<file path="config.mk">
export PLATFORM = sky130hd
export DESIGN_NAME = ring_buffer_space_allocator
export DESIGN_NICKNAME = d
export VERILOG_FILES = /design/src/design/rbsa_pkg.sv /design/src/design/ring_buffer_space_allocator.sv /design/src/design/rbsa_rem_serial.sv
export SDC_FILE = /design/constraint.sdc
export NUM_CORES = 1
export LEC_CHECK = 0
export BUFFER_PORTS_ARGS = -buffer_cell sky130_fd_sc_hd__buf_2
export CORE_ASPECT_RATIO = 0.9
export CORE_MARGIN = 3
export CORE_UTILIZATION = 30
export DETAILED_ROUTE_END_ITERATION = 10
export HOLD_SLACK_MARGIN = 0.15
export PLACE_DENSITY = 0.46
export SETUP_SLACK_MARGIN = 0.05
export SYNTH_ARGS = -nofsm -noshare
export SYNTH_HDL_FRONTEND = slang
export SYNTH_SLANG_ARGS = --single-unit
</file>
<file path="constraint.sdc">
create_clock -name clk -period 4.3 [get_ports clk]
set_clock_uncertainty 0.1 [all_clocks]
set_input_delay 0.43 -clock clk [delete_from_list [all_inputs] [get_ports clk]]
set_output_delay 0.43 -clock clk [all_outputs]
set_load 0.05 [all_outputs]
</file>
<file path="src/design/rbsa_pkg.sv">
// ----------------------------------------------------------------------------
// rbsa_pkg - shared definitions of the ring buffer space allocator
// field widths, status codes and controller states
// ----------------------------------------------------------------------------
package rbsa_pkg;

	localparam int RING_ADDR_BITS_DEF = 16;
	localparam int SIZE_W             = 17;
	localparam int ALIGN_W            = 17;
	localparam int FPOS_W             = 16;
	localparam int OFFS_W             = 16;
	localparam int STATUS_W           = 2;
	localparam int RING_RESET         = 65536;

	typedef enum logic [STATUS_W-1:0] {
		STATUS_OK         = 2'd0,
		STATUS_ALLOC_FAIL = 2'd1,
		STATUS_FREE_RANGE = 2'd2
	} status_t;

	typedef enum logic [1:0] {
		ST_IDLE,
		ST_DIV,
		ST_POS,
		ST_EXEC
	} state_t;

	localparam logic FUNC_ALLOC = 1'b0;
	localparam logic FUNC_FREE  = 1'b1;

endpackage

</file>
<file path="src/design/ring_buffer_space_allocator.sv">
// ----------------------------------------------------------------------------
// ring_buffer_space_allocator - aligned region allocator over a circular buffer
// head/tail bookkeeping with in-order release and bit-serial alignment rounding
// ----------------------------------------------------------------------------
// An allocate beat asks for alloc_size units starting at a multiple of
// alloc_alignment (0 counts as 1); the region goes in front of the head, or at
// offset 0 once the ring has wrapped, and status 1 reports that it did not fit.
// A free beat moves the tail to free_position, empties the ring when that
// equals the head, and gives status 2 (state untouched) when the position lies
// at or past ring_size. Writing ring_size (0 read as 1, clamped to
// 2^RING_ADDR_BITS) empties the ring; write it only while the block is idle.
// Every input beat gives exactly one result beat. An allocate passes ST_DIV,
// ST_POS and ST_EXEC on its way to the result register; in ST_POS the
// bit-serial remainder unit walks the head offset one bit per cycle to find
// head mod alignment. A free goes from ST_IDLE straight to ST_EXEC. One item
// is in work at a time, but a new item is taken while the last result still
// waits in the output register.
// ----------------------------------------------------------------------------
module ring_buffer_space_allocator
	import rbsa_pkg::*;
#(
	parameter int RING_ADDR_BITS = RING_ADDR_BITS_DEF
) (
	input  logic                clk,
	input  logic                arst_n,
	// configuration: ring_size
	input  logic                cfg_wr_en,
	input  logic [SIZE_W-1:0]   cfg_wr_data,
	// input beats
	input  logic                s_axis_tvalid,
	output logic                s_axis_tready,
	input  logic [55:0]         s_axis_tdata,  // alloc_size[16:0], alloc_alignment[33:17],
	                                           // free_position[49:34], zero[55:50]
	input  logic                s_axis_tuser,  // func
	// result beats
	output logic                m_axis_tvalid,
	input  logic                m_axis_tready,
	output logic [OFFS_W-1:0]   m_axis_tdata,  // region_offset[15:0]
	output logic [STATUS_W-1:0] m_axis_tuser   // status[1:0]
);

	// offsets need RING_ADDR_BITS + 1 bits to hold the full ring length
	localparam int RW   = RING_ADDR_BITS + 1;
	// compare width: covers aligned head plus size without overflow
	localparam int CW   = ((RW > SIZE_W + 1) ? RW : SIZE_W + 1) + 1;
	localparam logic [CW-1:0] MAX_RING  = CW'(1) << RING_ADDR_BITS;
	localparam logic [CW-1:0] RST_FULL  = CW'(RING_RESET);
	localparam logic [CW-1:0] RST_RING  = (RST_FULL > MAX_RING) ? MAX_RING : RST_FULL;

	// ring state
	logic [RW-1:0]      ring_q;
	logic [RW-1:0]      head_q;
	logic [RW-1:0]      tail_q;

	// accepted item
	logic               func_q;
	logic [SIZE_W-1:0]  size_q;
	logic [ALIGN_W-1:0] align_q;
	logic [FPOS_W-1:0]  fpos_q;
	logic [CW-1:0]      pos_q;

	// output register
	logic               out_vld_q;
	logic [OFFS_W-1:0]  out_offs_q;
	status_t            out_stat_q;

	state_t             state_q, state_d;
	logic               accept;
	logic               div_start;
	logic               div_done;
	logic [ALIGN_W-1:0] div_rem;
	logic               out_free;
	logic               commit;

	logic [SIZE_W-1:0]  in_size;
	logic [ALIGN_W-1:0] in_align;
	logic [FPOS_W-1:0]  in_fpos;

	// wide views for the decision
	logic [CW-1:0]      head_w, tail_w, ring_w, size_w, fpos_w, end_w, cfg_w;
	logic [CW-1:0]      cfg_size;

	// execution results
	status_t            res_stat;
	logic [OFFS_W-1:0]  res_offs;
	logic               upd_head, upd_tail, res_empty;
	logic [RW-1:0]      new_head, new_tail;

	assign in_size  = s_axis_tdata[16:0];
	assign in_align = s_axis_tdata[33:17];
	assign in_fpos  = s_axis_tdata[49:34];

	assign s_axis_tready = (state_q == ST_IDLE);
	assign accept        = s_axis_tvalid && s_axis_tready;
	assign out_free      = !out_vld_q || m_axis_tready;

	// head mod alignment, one head bit per cycle
	rbsa_rem_serial #(
		.DVD_W(RW)
	) u_rem (
		.clk       (clk),
		.arst_n    (arst_n),
		.start     (div_start),
		.dividend  (head_q),
		.divisor   (align_q),
		.done      (div_done),
		.remainder (div_rem)
	);

	// controller
	always_ff @(posedge clk or negedge arst_n) begin
		if (!arst_n) begin
			state_q <= ST_IDLE;
		end else begin
			state_q <= state_d;
		end
	end

	always_comb begin
		state_d   = state_q;
		div_start = 1'b0;
		commit    = 1'b0;
		case (state_q)
			ST_IDLE: begin
				if (accept) begin
					if (s_axis_tuser == FUNC_FREE) begin
						state_d = ST_EXEC;
					end else begin
						state_d = ST_DIV;
					end
				end
			end
			ST_DIV: begin
				// start the remainder unit with the latched alignment
				div_start = 1'b1;
				state_d   = ST_POS;
			end
			ST_POS: begin
				if (div_done) begin
					state_d = ST_EXEC;
				end
			end
			ST_EXEC: begin
				// hold until the output register can take the result
				if (out_free) begin
					commit  = 1'b1;
					state_d = ST_IDLE;
				end
			end
			default: begin
				state_d = ST_IDLE;
			end
		endcase
	end

	// item capture and aligned position
	always_ff @(posedge clk) begin
		if (accept) begin
			func_q  <= s_axis_tuser;
			size_q  <= in_size;
			align_q <= (in_align == '0) ? ALIGN_W'(1) : in_align;
			fpos_q  <= in_fpos;
		end
		// round head up: add (align - rem) unless already aligned
		if (state_q == ST_POS && div_done) begin
			if (div_rem == '0) begin
				pos_q <= head_w;
			end else begin
				pos_q <= head_w + CW'(align_q) - CW'(div_rem);
			end
		end
	end

	assign head_w = CW'(head_q);
	assign tail_w = CW'(tail_q);
	assign ring_w = CW'(ring_q);
	assign size_w = CW'(size_q);
	assign fpos_w = CW'(fpos_q);
	assign end_w  = pos_q + size_w;
	assign cfg_w  = CW'(cfg_wr_data);

	// ring_size write: zero reads as one, clamp to the address space
	always_comb begin
		if (cfg_w == '0) begin
			cfg_size = CW'(1);
		end else if (cfg_w > MAX_RING) begin
			cfg_size = MAX_RING;
		end else begin
			cfg_size = cfg_w;
		end
	end

	// decision for the item in hand
	always_comb begin
		res_stat  = STATUS_OK;
		res_offs  = '0;
		upd_head  = 1'b0;
		upd_tail  = 1'b0;
		res_empty = 1'b0;
		new_head  = end_w[RW-1:0];
		new_tail  = fpos_w[RW-1:0];
		if (func_q == FUNC_FREE) begin
			if (fpos_w >= ring_w) begin
				res_stat = STATUS_FREE_RANGE;
			end else if (fpos_w == head_w) begin
				res_empty = 1'b1;
			end else begin
				upd_tail = 1'b1;
			end
		end else if (size_q == '0) begin
			res_stat = STATUS_ALLOC_FAIL;
		end else if (head_w <= tail_w) begin
			// unwrapped: free space runs from head to tail
			if (end_w > tail_w) begin
				res_stat = STATUS_ALLOC_FAIL;
			end else begin
				upd_head = 1'b1;
				res_offs = pos_q[OFFS_W-1:0];
			end
		end else if (end_w <= ring_w) begin
			// wrapped, region fits before the ring end
			upd_head = 1'b1;
			res_offs = pos_q[OFFS_W-1:0];
		end else if (size_w > tail_w) begin
			res_stat = STATUS_ALLOC_FAIL;
		end else begin
			// wrapped, place region at the ring start
			upd_head = 1'b1;
			new_head = size_w[RW-1:0];
		end
	end

	// ring state
	always_ff @(posedge clk or negedge arst_n) begin
		if (!arst_n) begin
			ring_q <= RST_RING[RW-1:0];
			head_q <= '0;
			tail_q <= RST_RING[RW-1:0];
		end else if (cfg_wr_en) begin
			ring_q <= cfg_size[RW-1:0];
			head_q <= '0;
			tail_q <= cfg_size[RW-1:0];
		end else if (commit) begin
			if (res_empty) begin
				head_q <= '0;
				tail_q <= ring_q;
			end
			if (upd_head) begin
				head_q <= new_head;
			end
			if (upd_tail) begin
				tail_q <= new_tail;
			end
		end
	end

	// output register, refilled as soon as the waiting beat is taken
	always_ff @(posedge clk or negedge arst_n) begin
		if (!arst_n) begin
			out_vld_q <= 1'b0;
		end else if (commit) begin
			out_vld_q <= 1'b1;
		end else if (m_axis_tready) begin
			out_vld_q <= 1'b0;
		end
	end

	always_ff @(posedge clk) begin
		if (commit) begin
			out_stat_q <= res_stat;
			out_offs_q <= res_offs;
		end
	end

	assign m_axis_tvalid = out_vld_q;
	assign m_axis_tdata  = out_offs_q;
	assign m_axis_tuser  = out_stat_q;

endmodule

</file>
<file path="src/design/rbsa_rem_serial.sv">
// ----------------------------------------------------------------------------
// rbsa_rem_serial - bit-serial remainder unit
// restoring division, one dividend bit per cycle, yields dividend mod divisor
// ----------------------------------------------------------------------------
module rbsa_rem_serial
	import rbsa_pkg::*;
#(
	parameter int DVD_W = RING_ADDR_BITS_DEF + 1
) (
	input  logic               clk,
	input  logic               arst_n,
	input  logic               start,
	input  logic [DVD_W-1:0]   dividend,
	input  logic [ALIGN_W-1:0] divisor,
	output logic               done,
	output logic [ALIGN_W-1:0] remainder
);

	localparam int CNT_W = $clog2(DVD_W + 1);

	logic               busy_q;
	logic               done_q;
	logic [CNT_W-1:0]   cnt_q;
	logic [DVD_W-1:0]   dvd_q;
	logic [ALIGN_W-1:0] dsr_q;
	logic [ALIGN_W-1:0] rem_q;

	logic [ALIGN_W:0]   trial;
	logic [ALIGN_W:0]   diff;
	logic               fits;

	// shift in the next dividend bit and subtract when the divisor fits
	assign trial = {rem_q, dvd_q[DVD_W-1]};
	assign fits  = trial >= {1'b0, dsr_q};
	assign diff  = trial - {1'b0, dsr_q};

	always_ff @(posedge clk or negedge arst_n) begin
		if (!arst_n) begin
			busy_q <= 1'b0;
			done_q <= 1'b0;
			cnt_q  <= '0;
		end else begin
			done_q <= 1'b0;
			if (start) begin
				busy_q <= 1'b1;
				cnt_q  <= '0;
			end else if (busy_q) begin
				cnt_q <= cnt_q + CNT_W'(1);
				if (cnt_q == CNT_W'(DVD_W - 1)) begin
					busy_q <= 1'b0;
					done_q <= 1'b1;
				end
			end
		end
	end

	always_ff @(posedge clk) begin
		if (start) begin
			dvd_q <= dividend;
			dsr_q <= divisor;
			rem_q <= '0;
		end else if (busy_q) begin
			dvd_q <= {dvd_q[DVD_W-2:0], 1'b0};
			rem_q <= fits ? diff[ALIGN_W-1:0] : trial[ALIGN_W-1:0];
		end
	end

	assign done      = done_q;
	assign remainder = rem_q;

endmodule

</file>
==> impl_metrics.tcl, run 1 <==
set metrics [dict create \
    failed_checks "negative setup slack" \
    slew_headroom 0.347 \
    number_of_nets_in_the_finished_design 1786 \
    final-instance-count-excl-fill 2106 \
    ys_ff_latch 200 \
    netlist.top_cell.by_area "edfxtp_1" \
    post-route-period-util 1.06 \
    first_global_vias 10000 \
    crit_path_start "pos_q[1]" \
    synth-compound-area-share 0.143 \
    drtAntennaViolNets 0 \
    avgViaCountPerCell 4.94 \
    tritoncts_clock_tree "done" \
    port_buffers 92 \
    rrSetupSlack_ns -0.27 \
    layout_setup_ws_ns -0.265 \
    crit_arrival_ns 4.85 \
    synth.top_cells.by_area "edfxtp_1, ha_1, dfrtp_1" \
    synth.yosys.seq_area_share 0.423 \
    maxSlewViolCount 0 \
    power.leakage_nw 7.45 \
    pwr-share-seq 0.306 \
    clockRootBuffer "clkbuf_16" \
    post-route-cell-area_um2 16600 \
    synthesis.yosys.warnings 0 \
    startpoint_type "flip-flop" \
    maximum_number_of_pins_on_one_net_before_global_route_repair 43 \
    combinational_family_with_the_most_area_after_synthesis "adder cells" \
    drv_cap 0 \
    timing.rr.start "pos_q[1]" \
    fmax_ghz 0.219 \
    worst_r2r_endpoint "head_q[14]" \
    antenna-diode-count 0 \
    floorplan.die.width_um 226 \
    cp_num_buf_inv 1 \
    floorplan.rows 71 \
    routabilityCongestion 0.902 \
    min_from "cfg_wr_data[2]" \
    dp_hpwl_um 30100 \
    number_of_cells_traversed_by_the_worst_hold_path 3 \
    dp_cells 1990 \
    switching_share 0.418 \
    max-clock-path-buffers 2 \
    crit_path_frequent_cell "o21ai_1" \
    initial_core_util 0.308 \
    timing_worst_setup_path_type "flip-flop to flip-flop" \
    synth.distinct_cells 63 \
    grt_pass1_wl_um 59900 \
    vias 10400 \
    min_to "ring_q[2]" \
    core-area_um2 42400 \
    power_frac_clock 0.156 \
    internal_power_mw 5.76 \
    synthDominantCellAreaShare 0.280 \
    dpl_cell_area_um2 14900 \
    timing_hold_violations_final 0 \
    final_layout_size_suffix_gt1_frac 0.219 \
    floorplan.die.height_um 204 \
    critical_path.endpoint_type "flip-flop" \
    final_critical_path_required_period_ns 4.57 \
    unrepaired_setup_endpoints_after_global_routing "yes" \
    timing.critical_path.max_delay_family "compound AO/OA/AOI/OAI gates" \
    routed_wirelength_um 39500 \
    power.share.combinational 0.538 \
    ff2ff_path_depth 21 \
    timing.critical_path.slowest_cell_delay_ns 0.52 \
    io-pin-count 99 \
    synth.mux.area_fraction 0.0493 \
    post_drt_wl_per_cell_um 18.8 \
    xor_xnor_share_of_the_synthesized_area 0.0382 \
    power-per-cell-area_nw_per_um2 597 \
    synth_cell_area_um2 13100 \
    worstHoldPathType "input port to flip-flop" \
    tritoncts_buffers 17 \
    antenna_found_initial 3 \
    critical_path_peak_fanout 5 \
    synthSimpleGateAreaFrac 0.125 \
    ctsHtreeMaxLevel 4 \
    grt-ovfl-total 0 \
    syn-num-nets 1532 \
    irDropWorstVdd_uv 298 \
    status "complete, but fails checks" \
    slowest_cell_on_the_critical_path "or4_4" \
    synthMostInstantiatedCell "inv_1" \
    drt_pre_antenna_iters 5 \
    synth_commonest_cells "inv_1, ha_1, edfxtp_1, nand2_1, nor2_1" \
    synth_ff_type "edfxtp_1" \
    gr-usage-all-layers 0.173 \
    floorplan_die_area_um2 46100 \
    place_worst_setup_slack_ns -0.586 \
    cts.sink_count 200 \
    number_of_remaining_drc_errors 0 \
    drtIter0Drc 642 \
    timing.final.setup_violations 33 \
    synth_edf_count 122 \
    total_switching_power_mw 4.14 \
    clkSlewWorstSetupHoldPaths_ns 0.07 \
    syn-instance-count 1292 \
    timing.critical_path.required_ns 4.58 \
    synth_adder_area_share 0.165 \
    timing.critical_path.cells "ha_1 -> a21oi_2 -> nor2b_1 -> a31oi_2 -> a21oi_2 -> a22o_4 -> a21boi_4 -> mux2i_2 -> nand3_2 -> ha_4 -> a2111oi_4 -> o21ai_1 -> o21ai_1 -> nand3b_1 -> o21ai_1 -> mux2i_1 -> a211oi_2 -> nor2_1 -> or4_4 -> buf_8 -> o21ai_2" \
    max_slew.worst_pin.slew_ns 0.979 \
    syn_avg_cell_area_um2 10.1 \
    source_to_sink_clock_delay_at_the_later_pin_of_the_worst_skew_pair_ns 0.47 \
    areaGrowthSynthToFinish_pct 26.9 \
    synthArstFlopShare 0.305 \
]
==> timing repair <==
action / CTS / global route
pin swaps: 39 / 39
gates cloned: 2 / 1
endpoints found under the setup margin: 34 / 36
endpoints found under the hold margin: 92 / 0
buffers inserted: 11 / 6
hold buffers: 68 / 0
gates resized for setup: 57 / 49
==> layout make-up <==
class                   instances  area (um^2)
clock buffers                  23          448
clock inverters                 9         77.6
fillers                      4181        25800
inverters                     146          548
multi-input cells             900         7190
flip-flops and latches        200         5530
well taps                     547          684
repair buffers                281         2100
==> routing by layer <==
metal  wire length, um  up-vias  GRT usage
met5                13        -          0
met4               450        2     0.0372
met3              1960       23     0.0336
met2             16700      198      0.248
met1             20400     5058      0.267
li1                  -     5115          -
==> worst reg2reg max path: cells and delay by family (launching register included) <==
family / cells / cell delay (ns)
AO/OA/AOI/OAI: 11 / 1.97
adder cells (fa/ha/maj): 2 / 0.53
buffers and inverters: 1 / 0.18
flip-flops: 1 / 0.40
AND/OR/NAND/NOR: 5 / 0.96
multiplexers: 2 / 0.34
==> how the worst max path moves through the flow <==
| stage | end | cells past startpoint | slack [ns] |
|---|---|---|---|
| 4_1_cts | head_q[15] | 22 | -0.39 |
| 2_1_floorplan | head_q[10] | 22 | 0.05 |
| 3_5_place_dp | head_q[14] | 22 | -0.59 |
| 5_1_grt | head_q[11] | 24 | -0.56 |
| 3_3_place_gp | head_q[12] | 21 | -0.42 |
| 6_report | head_q[14] | 21 | -0.27 |
==> metrics by stage <==
step | hold slack (ns) | setup TNS (ns) | power (mW) | util
detailed placement | 0.335 | -15.63 | 8.10 | 0.351
global route | 0.208 | -14.89 | 10.7 | 0.391
floorplan | 0.0344 | 0 | 6.60 | -
CTS | 0.165 | -8.91 | 9.89 | 0.387
finish | 0.185 | -4.79 | 9.90 | 0.391
global placement | 0.340 | -12.12 | 8.06 | 0.351
==> power by group through the flow <==
stage / clock, mW / sequential, mW / combinational [mW]
2_1_floorplan: 0 / 3.15 / 3.45
3_3_place_gp: 0 / 3.07 / 4.99
3_5_place_dp: 0 / 3.07 / 5.03
4_1_cts: 1.60 / 3.03 / 5.25
5_1_grt: 1.67 / 3.08 / 5.97
6_report: 1.55 / 3.03 / 5.33
==> placed cells by master (no fill, tap or decap), types with 18 or more instances in the layout <==
| master | netlist | layout |
|---|---|---|
| o211ai_1 | 22 | 22 |
| a21o_1 | 30 | 30 |
| fa_1 | 19 | 18 |
| buf_2 | 3 | 92 |
| nor2_1 | 75 | 72 |
| nand3_1 | 22 | 20 |
| o21a_1 | 27 | 27 |
| xnor2_1 | 25 | 21 |
| inv_1 | 146 | 145 |
| mux2_2 | 19 | 19 |
| edfxtp_1 | 122 | 122 |
| ha_1 | 142 | 136 |
| dfrtp_1 | 59 | 59 |
| nand4_1 | 19 | 19 |
| xor2_1 | 32 | 30 |
| nand2_1 | 94 | 93 |
| buf_4 | 1 | 111 |
| dlygate4sd3_1 | 0 | 68 |
| nor4_1 | 20 | 19 |
| o21ai_0 | 61 | 50 |
| mux2i_1 | 43 | 42 |
| a21oi_1 | 62 | 53 |
==> sequential cells by signal, summed over array words and instances, names as in the netlist, 2 cells and up <==
signal,cells
u_rem.cnt_q,5
fpos_q,16
u_rem.dvd_q,17
align_q,17
m_axis_tuser,2
size_q,17
u_rem.remainder,17
pos_q,19
m_axis_tdata,16
ring_q,17
state_q,2
tail_q,17
u_rem.dsr_q,17
head_q,17
==> cells by family (layout without fill, tap and decap cells) <==
family                   count (synthesis)  in the layout
XOR/XNOR                                57             57
AND/OR/NAND/NOR                        332            332
buffers and inverters                  192            459
AO/OA/AOI/OAI                          288            288
multiplexers                            62             62
flip-flops                             200            200
adder cells (fa/ha/maj)                161            161
Note: power is estimated with default switching activity, not from simulation.
==> inputs of run 2 (changes only) <==
- CORE_ASPECT_RATIO: 0.9 -> not set
- SYNTH_HIERARCHICAL: not set -> 1
==> impl_metrics.tcl, run 2 <==
set metrics [dict create \
    use_met2 0.286 \
    syn-num-nets 1539 \
    syn-instance-count 1299 \
    drt_pre_antenna_iters 5 \
    antenna-diode-count 0 \
    routed_wirelength_um 42400 \
    final-instance-count-excl-fill 2142 \
    timing.critical_path.cells "ha_2 -> inv_2 -> fa_2 -> nor2b_2 -> o31a_1 -> o31ai_4 -> a21oi_2 -> a21o_1 -> a21oi_2 -> xnor2_2 -> ha_1 -> o21ai_0 -> o21bai_1 -> a21o_1 -> a21o_1 -> o32ai_2 -> mux2i_2 -> o31ai_4 -> buf_6 -> nand2_8 -> buf_12 -> o2bb2ai_1" \
    ctsHtreeMaxLevel 4 \
    globalRoute.busiestLayer "met2" \
    status "complete, but fails checks" \
    max_flop_register "pos_q" \
    first_global_vias 10600 \
    power-per-cell-area_nw_per_um2 590 \
    netlist.top_cell.by_area "edfxtp_1" \
    ys_ff_latch 200 \
    floorplan_die_area_um2 47700 \
    drtAntennaViolNets 0 \
    crit_path_start "size_q[0]" \
    synth.top_cells.by_area "edfxtp_1, ha_1, dfrtp_1" \
    drtIter0Drc 639 \
    failed_checks "negative setup slack" \
    areaGrowthSynthToFinish_pct 26.7 \
    post-route-cell-area_um2 17100 \
    synthesis.yosys.warnings 6 \
    source_to_sink_clock_delay_at_the_later_pin_of_the_worst_skew_pair_ns 0.49 \
    largest_register_ffs 19 \
    final_layout_size_suffix_gt1_frac 0.230 \
    timing.critical_path.max_delay_family "compound AO/OA/AOI/OAI gates" \
    max_slew.worst_pin.slew_ns 1.16 \
    dpl_cell_area_um2 15300 \
    cp_num_buf_inv 3 \
    synth_cell_area_um2 13500 \
    place_worst_setup_slack_ns -0.409 \
    routabilityCongestion 0.865 \
    clkSlewWorstSetupHoldPaths_ns 0.08 \
    vias 10600 \
    unrepaired_setup_endpoints_after_global_routing "yes" \
    post-route-period-util 1.02 \
    io-pin-count 99 \
    dp_hpwl_um 32800 \
    timing.final.setup_violations 22 \
    critical_path_peak_fanout 8 \
    crit_arrival_ns 4.71 \
    synthMostInstantiatedCell "inv_1" \
    path_depth 22 \
    max-clock-path-buffers 2 \
    floorplan.rows 77 \
    timing_worst_setup_path_type "flip-flop to flip-flop" \
    irDropWorstVdd_uv 410 \
    dp_cells 2032 \
    synth.distinct_cells 86 \
    number_of_remaining_drc_errors 0 \
    synth_commonest_cells "inv_1, ha_1, edfxtp_1, nand2_1, a21oi_1" \
    maximum_number_of_pins_on_one_net_before_global_route_repair 57 \
    synthArstFlopShare 0.305 \
    worst_r2r_endpoint "head_q[1]" \
    layout_setup_ws_ns -0.0994 \
    post_drt_wl_per_cell_um 19.8 \
    fmax_ghz 0.227 \
    grt-ovfl-total 0 \
    grt_pass1_wl_um 64700 \
    floorplan.die.width_um 218 \
    clockRootBuffer "clkbuf_16" \
    cts.sink_count 200 \
    crit_path_frequent_cell "a21o_1" \
    tritoncts_buffers 17 \
    met1_track_usage_gr 0.250 \
    slew_headroom 0.230 \
    ff2ff_path_depth 22 \
    synth_ff_type "edfxtp_1" \
    worstHoldPathType "input port to flip-flop" \
    number_of_nets_in_the_finished_design 1777 \
    setup-tns-final_ns -0.945 \
    global_route_met3_utilization 0.0380 \
    avgViaCountPerCell 4.95 \
    rrSetupSlack_ns -0.1 \
    power.leakage_nw 7.41 \
    syn_avg_cell_area_um2 10.4 \
    port_buffers 92 \
    timing_hold_violations_final 0 \
    antenna_found_initial 2 \
    drv_cap 0 \
    final_critical_path_required_period_ns 4.40 \
    final_common_cell "inv_1" \
    initial_core_util 0.304 \
    gr-usage-all-layers 0.183 \
    startpoint_type "flip-flop" \
    most-common-layout-cells "inv_1, ha_1, edfxtp_1" \
    critical_path.endpoint "head_q[1]" \
    synth_edf_count 122 \
    critical_path.endpoint_type "flip-flop" \
    timing.critical_path.slowest_cell_delay_ns 0.42 \
    synth.yosys.seq_area_share 0.409 \
    timing.critical_path.required_ns 4.61 \
    synthDominantCellAreaShare 0.271 \
    core-area_um2 44400 \
    timing.rr.start "size_q[0]" \
    maxSlewViolCount 0 \
    floorplan.die.height_um 218 \
    tritoncts_clock_tree "done" \
    slowest_cell_on_the_critical_path "edfxtp_1" \
]
[run 2: cell types whose count changed after synthesis, sizes merged, moves of 6 or more]
cell     delta
a21oi      +11
o2bb2ai    +16
a211oi     +11
a211o       +6
nor2       -11
nor3        +7
buf         +9
nand2      -18
a31oi       -6
clkbuf      -8
nor2b      -11
[run 2: logic make-up (layout without fill, tap and decap cells)]
logic type               Yosys count  in the layout  synth area share
AO/OA/AOI/OAI                    320            320             0.171
XOR/XNOR                          58             58            0.0376
adder cells (fa/ha/maj)          161            161             0.160
buffers and inverters            196            447            0.0584
flip-flops                       200            200             0.409
multiplexers                      65             65            0.0505
AND/OR/NAND/NOR                  299            299             0.114
[run 2: cell type report]
| type | instances | area, um^2 |
|---|---|---|
| fill | 4381 | 27300 |
| multi-input combinational | 903 | 7650 |
| sequential | 200 | 5530 |
| timing repair buffer | 266 | 2030 |
| tap | 592 | 741 |
| inverter | 149 | 559 |
| clock buffer | 20 | 458 |
| clock inverter | 12 | 163 |
[run 2: worst min-delay path by stage]
stage | start | to | slack, ns | cells past startpoint
after CTS | cfg_wr_data[11] | ring_q[11] | 0.15 | 3
after global placement | align_q[3] | u_rem/dsr_q[3] | 0.33 | 0
after global routing | cfg_wr_data[13] | ring_q[13] | 0.17 | 3
after floorplan | arst_n | head_q[0] | 0.03 | 0
final | cfg_wr_data[13] | ring_q[13] | 0.18 | 3
after detailed placement | align_q[3] | u_rem/dsr_q[3] | 0.33 | 0
[run 2: worst min-delay path, delay by kind of cell]
family	cells	cell delay, ns
simple gates	1	0.09
buf+inv	1	0.09
compound gates	1	0.11
[run 2: layer usage]
metal  wire (um)  up-vias
li1            -     5185
met2       19000      203
met3        1750       66
met5           0        -
met1       20400     5158
met4        1290        0
[run 2: repair_timing]
action	CTS	global route
gates cloned	2	0
hold buffers	66	0
pin swaps	13	6
hold endpoints to repair	99	0
resized for setup	63	17
setup endpoints to repair	34	34
setup buffers	6	4
[run 2: per-stage QoR]
stage	util	hold slack, ns	power [mW]
after floorplan	-	0.0344	6.63
after global placement	0.344	0.334	8.11
after detailed placement	0.344	0.332	8.14
after CTS	0.383	0.154	10.1
after global routing	0.386	0.167	10.9
final	0.386	0.177	10.1
[run 2: report_power, final]
group / total, mW / switching, mW / internal (mW)
clock: 1.73 / 0.771 / 0.959
combinational: 5.37 / 3.14 / 2.23
sequential: 3.00 / 0.361 / 2.64
